==> src/rtl/lbps_pkg.sv <==
// Package: types, constants and color reorder functions for the bit-plane pixel store.
package lbps_pkg;

  localparam int IDX_W       = 14;
  localparam int COLOR_W     = 32;
  localparam int LEN_W       = 11;
  localparam int ORDER_W     = 3;
  localparam int CFG_INDEX_W = 1;
  localparam int CFG_DATA_W  = 11;
  localparam int BITCNT_W    = 5;

  localparam logic KIND_WRITE = 1'b0;
  localparam logic KIND_READ  = 1'b1;

  localparam logic [CFG_INDEX_W-1:0] CFG_STRIP_LENGTH = 1'd0;
  localparam logic [CFG_INDEX_W-1:0] CFG_COLOR_ORDER  = 1'd1;

  localparam logic [LEN_W-1:0]   STRIP_LENGTH_RST = 11'd1;
  localparam logic [BITCNT_W-1:0] LAST_BIT_24     = 5'd23;
  localparam logic [BITCNT_W-1:0] LAST_BIT_32     = 5'd31;

  localparam logic [31:0] MASK_HI   = 32'h00FF0000;
  localparam logic [31:0] MASK_MID  = 32'h0000FF00;
  localparam logic [31:0] MASK_LO   = 32'h000000FF;
  localparam logic [31:0] MASK_HM   = 32'h00FFFF00;
  localparam logic [31:0] MASK_ML   = 32'h0000FFFF;
  localparam logic [31:0] MASK_TOP  = 32'hFF000000;
  localparam logic [31:0] MASK_24   = 32'h00FFFFFF;

  typedef enum logic [ORDER_W-1:0] {
    ORD_RGB,
    ORD_RBG,
    ORD_GRB,
    ORD_GBR,
    ORD_GRBW
  } order_t;

  typedef enum logic [2:0] {
    ST_CLEAR,
    ST_IDLE,
    ST_DIV,
    ST_RD,
    ST_MOD,
    ST_FIN
  } state_t;

  function automatic logic [31:0] to_wire(input logic [31:0] c, input order_t order);
    logic [31:0] r;
    case (order)
      ORD_RBG:  r = (c & MASK_HI) | ((c << 8) & MASK_MID) | ((c >> 8) & MASK_LO);
      ORD_GRB:  r = ((c << 8) & MASK_HI) | ((c >> 8) & MASK_MID) | (c & MASK_LO);
      ORD_GBR:  r = ((c << 8) & MASK_HM) | ((c >> 16) & MASK_LO);
      ORD_GRBW: r = ((c << 16) & MASK_TOP) | (c & MASK_HI) | ((c << 8) & MASK_MID) |
                    ((c >> 24) & MASK_LO);
      default:  r = c & MASK_24;
    endcase
    return r;
  endfunction

  function automatic logic [31:0] from_wire(input logic [31:0] s, input order_t order);
    logic [31:0] r;
    case (order)
      ORD_RBG:  r = (s & MASK_HI) | ((s << 8) & MASK_MID) | ((s >> 8) & MASK_LO);
      ORD_GRB:  r = ((s << 8) & MASK_HI) | ((s >> 8) & MASK_MID) | (s & MASK_LO);
      ORD_GBR:  r = ((s << 16) & MASK_HI) | ((s >> 8) & MASK_ML);
      ORD_GRBW: r = ((s << 24) & MASK_TOP) | (s & MASK_HI) | ((s >> 16) & MASK_MID) |
                    ((s >> 8) & MASK_LO);
      default:  r = s & MASK_24;
    endcase
    return r;
  endfunction

endpackage

==> src/rtl/lbps_divider.sv <==
// Restoring serial divider: LED index by strip length, one quotient bit per cycle.
module lbps_divider (
  input  logic                        clk,
  input  logic                        rst_n,
  input  logic                        start,
  input  logic [lbps_pkg::IDX_W-1:0]  dividend,
  input  logic [lbps_pkg::LEN_W-1:0]  divisor,
  output logic                        done,
  output logic [lbps_pkg::IDX_W-1:0]  quotient,
  output logic [lbps_pkg::LEN_W-1:0]  remainder
);

  localparam int CNT_W = $clog2(lbps_pkg::IDX_W);
  localparam logic [CNT_W-1:0] LAST_STEP = CNT_W'(lbps_pkg::IDX_W - 1);

  logic                        busy_r;
  logic                        done_r;
  logic [CNT_W-1:0]            cnt_r;
  logic [lbps_pkg::IDX_W-1:0]  quo_r;
  logic [lbps_pkg::LEN_W-1:0]  rem_r;
  logic [lbps_pkg::LEN_W-1:0]  div_r;
  logic [lbps_pkg::LEN_W:0]    trial;
  logic                        fits;

  assign trial = {rem_r, quo_r[lbps_pkg::IDX_W-1]};
  assign fits  = trial >= {1'b0, div_r};

  always_ff @(posedge clk) begin
    if (!rst_n) begin
      busy_r <= 1'b0;
      done_r <= 1'b0;
      cnt_r  <= '0;
    end else begin
      done_r <= 1'b0;
      if (start) begin
        busy_r <= 1'b1;
        cnt_r  <= '0;
      end else if (busy_r) begin
        cnt_r <= cnt_r + 1'b1;
        if (cnt_r == LAST_STEP) begin
          busy_r <= 1'b0;
          done_r <= 1'b1;
        end
      end
    end
  end

  always_ff @(posedge clk) begin
    if (start) begin
      quo_r <= dividend;
      rem_r <= '0;
      div_r <= divisor;
    end else if (busy_r) begin
      quo_r <= {quo_r[lbps_pkg::IDX_W-2:0], fits};
      rem_r <= fits ? lbps_pkg::LEN_W'(trial - {1'b0, div_r})
                    : trial[lbps_pkg::LEN_W-1:0];
    end
  end

  assign done      = done_r;
  assign quotient  = quo_r;
  assign remainder = rem_r;

endmodule

==> config.mk <==
export PLATFORM = sky130hd
export DESIGN_NAME = lbps_divider
export DESIGN_NICKNAME = d
export VERILOG_FILES = /design/src/rtl/lbps_pkg.sv /design/src/rtl/lbps_divider.sv
export SDC_FILE = /design/constraint.sdc
export NUM_CORES = 1
export LEC_CHECK = 0
export ABC_AREA = 1
export BUFFER_PORTS_ARGS = -buffer_cell sky130_fd_sc_hd__buf_4
export CORE_AREA = 4 4 73 75
export DETAILED_ROUTE_END_ITERATION = 16
export DIE_AREA = 0 0 77 79
export PLACE_DENSITY = 0.78
export RECOVER_POWER = 25
export SKIP_CTS_REPAIR_TIMING = 1
export SYNTH_ARGS = -nofsm -noshare
export SYNTH_HDL_FRONTEND = slang
export SYNTH_SLANG_ARGS = --single-unit
==> constraint.sdc <==
create_clock -name clk -period 2.8 [get_ports clk]
set_input_delay 0.28 -clock clk [delete_from_list [all_inputs] [get_ports clk]]
set_output_delay 0.28 -clock clk [all_outputs]
set_load 0.01 [all_outputs]
==> results by group <==
GRT
  • Number of global-route vias before repair: 2103
  • First-pass GRT wire length: 9120 um
  • Initial antenna violation count: 0
  • Final global-route overflow total: 0
  • Total GRT Usage: 18.6%
  • Largest net degree at the start of global routing: 30

Floorplanning
  • Io pins: 54
  • Die width: 77 um
  • Die Area: 6080 um2
  • Num rows: 25
  • Core area: 4660 um2
  • Initial Util: 53.6%
  • Die Span Y: 79 um

Drt
  • Pre-antenna DRT Iters: 4
  • DRC violations left: 0
  • Wire per inst: 12.8 um
  • Total wire length: 5410 um
  • Via count: 2169
  • Detail Route Antenna Nets: 0
  • DR iter-0 viols: 138
  • Avg Vias per Cell: 5.14

Power and ir drop
  • Leakage: 1.52 nW
  • Pwr/cell area: 451 nW/um2
  • Worst VDD drop: 0.000293 V

Place
  • Gpl congestion: 0.990
  • Post-DP HPWL: 4060 um
  • Placed Area: 2900 um2
  • Placed Instances: 414
  • Port Buffer Count: 53

Logic synthesis
  • Netlist cell types: 32
  • Asr flop ratio synth: 0%
  • Compound-Gate Fraction of Synth Area: 2.10%
  • Simple-Gate Fraction of Synth Area: 35.5%
  • Top FF cell, synth: edfxtp_1
  • Largest family of logic cells by synthesized area: simple AND/OR/NAND/NOR gates
  • Flop and latch count out of synthesis: 42
  • Number of flops mapped to enable cells by yosys: 25
  • Warnings from Yosys: 0
  • Gate Count Post-Synth: 316
  • Post-Syn Nets: 358
  • Post-Synth XOR/XNOR Area: 1.05%
  • Adder-Cell Fraction of Synth Area: 7.31%
  • Mapped Area: 2500 um2
  • Register area share after synthesis: 43.7%
  • Synth area leader: edfxtp_1
  • Synth top area share: 30.1%
  • Mean Syn Cell Area: 7.90 um2
  • Largest cells by area after synthesis: edfxtp_1, nand2_1, dfxtp_1, inv_1, ha_1
  • Mux contribution to synthesized area: 0%

Timing
  • Worst-Margin Slew: 1.36 ns
  • Hold WS: 0.168 ns
  • Final Setup Violations: 0
  • Minimum clock period: 2.23 ns
  • Final hold vios: 0
  • Max Slew Vio Count: 0
  • Fin crit share: 79.7%
  • Setup TNS: 0 ns
  • Unrepaired setup endpoints after global routing: false
  • Skew final: 0.00732 ns
  • FMAX: 448 MHz
  • Slew margin rel.: 9.16%

Hold path
  • Hold wc startpoint: divisor[8]
  • Hold path depth: 1
  • Worst min path class: in -> reg
  • Hold endpoint: div_r[8]

Run
  • # Max-Cap Violations: 0

Worst setup path
  • Crit Path Class: reg -> reg
  • Critical path arrival: 2.43 ns
  • Reg2reg setup slack: 0.57 ns
  • Crit start category: flop
  • Critical Path Source: quotient[13]
  • Worst r2r src: quotient[13]
  • Reg2Reg Depth: 11
  • Critical Path End Type: flop
  • Critical Path RT: 3.00 ns
  • Crit-path max FO: 12
  • RR Endpoint: remainder[10]

Cells and area
  • Area grow syn2layout: 19.3%
  • Post-route design area: 2980 um2
  • Share of cells above drive strength 1: 22.6%
  • Finished Layout Cells: 422
  • Antenna Cells: 0
  • Fill count: 440
  • Commonest cells after routing, fill and taps aside: nand2_1, inv_1, buf_4
  • Most common cell after layout, fill and taps aside: nand2_1
  • Layout Nets: 409

Clock tree
  • Sinks on Clock Net: 42
  • Total CTS buffers: 5
  • Root Buffer: clkbuf_8
  • Clk_lat worst skew: 0.30 ns
  • H-tree Lvls: 2
  • Clk buf depth: 2
  • Clock slew at reported path FFs: 0.09 ns
  • TritonCTS clock tree: built

Run status
  • Outcome: completed
## how the worst max path moves through the flow
stage	end	slack [ns]	depth (start not counted)
3_5_place_dp	quotient[0]	0.59	10
6_report	remainder[10]	0.57	11
3_3_place_gp	quotient[0]	0.69	10
2_1_floorplan	remainder[6]	0.90	12
5_1_grt	remainder[10]	0.40	11
4_1_cts	remainder[10]	0.58	11
## per-stage QoR
stage / power [W] / utilization, % / setup WS (ns)
CTS: 0.00136 / 64.1 / 0.576
finish: 0.00135 / 63.9 / 0.569
detailed placement: 0.000962 / 62.2 / 0.587
global route: 0.00141 / 63.9 / 0.395
floorplan: 0.000867 / - / 0.896
global placement: 0.000959 / 62.2 / 0.690
## cell usage after synthesis, types with 2 or more instances
| library cell | count |
|---|---|
| nand4_1 | 15 |
| clkbuf_1 | 5 |
| nand3_2 | 5 |
| nor2_1 | 12 |
| nor3_1 | 2 |
| dfxtp_1 | 17 |
| nand2_1 | 109 |
| edfxtp_1 | 25 |
| a21oi_1 | 4 |
| inv_2 | 2 |
| nand2_2 | 11 |
| xnor2_1 | 2 |
| nor3b_1 | 2 |
| ha_1 | 13 |
| nand3_1 | 27 |
| inv_1 | 48 |
| nor2_2 | 2 |
## flip-flops by register name, summed over array words and instances (netlist names)
| name | cells |
|---|---|
| busy_r | 1 |
| cnt_r | 4 |
| div_r | 11 |
| done | 1 |
| quotient | 14 |
| remainder | 11 |
## report_power, final
part	internal [W]	switching (W)
Clock	0.000176	0.000223
Combinational	0.0000986	0.000127
Sequential	0.000699	0.0000217
Total	0.000974	0.000372
## per-layer routing
metal | track usage, % | share of wire [%] | vias up
met1 | 21.7 | 43 | 987
met2 | 32.1 | 47 | 63
met3 | 5.22 | 7.3 | 9
met5 | 0 | 0 | -
met4 | 7.65 | 1.8 | 0
li1 | - | - | 1110
## critical path: stages (launching register included)
cell and delay, ns:
edfxtp_1 0.35, inv_1 0.06, ha_1 0.22, fa_1 0.42, inv_1 0.09, nand3_1 0.07
nand3_1 0.17, nand2_2 0.23, nand4_4 0.25, nand3_1 0.12, nand3_1 0.08, nand2_1 0.06
## cells by family (layout without fill, tap and decap cells)
| kind of cell | count (synthesis) | in the layout |
|---|---|---|
| compound gates | 8 | 8 |
| flops | 42 | 42 |
| buf+inv | 60 | 112 |
| simple gates | 189 | 189 |
| xor+xnor | 3 | 3 |
| fa+ha+maj | 14 | 14 |
## final cells by class
cell class                      count  area [um2]  share of cell area [%]
Inverter                           50         188                    6.30
Sequential cell                    42        1090                    36.6
Tap cell                           54        67.6                    2.27
Multi-Input combinational cell    214        1150                    38.5
Timing Repair Buffer               54         398                    13.4
Clock inverter                      2        15.0                   0.504
Clock buffer                        6        72.6                    2.43
(Power assumes the default switching activity.)
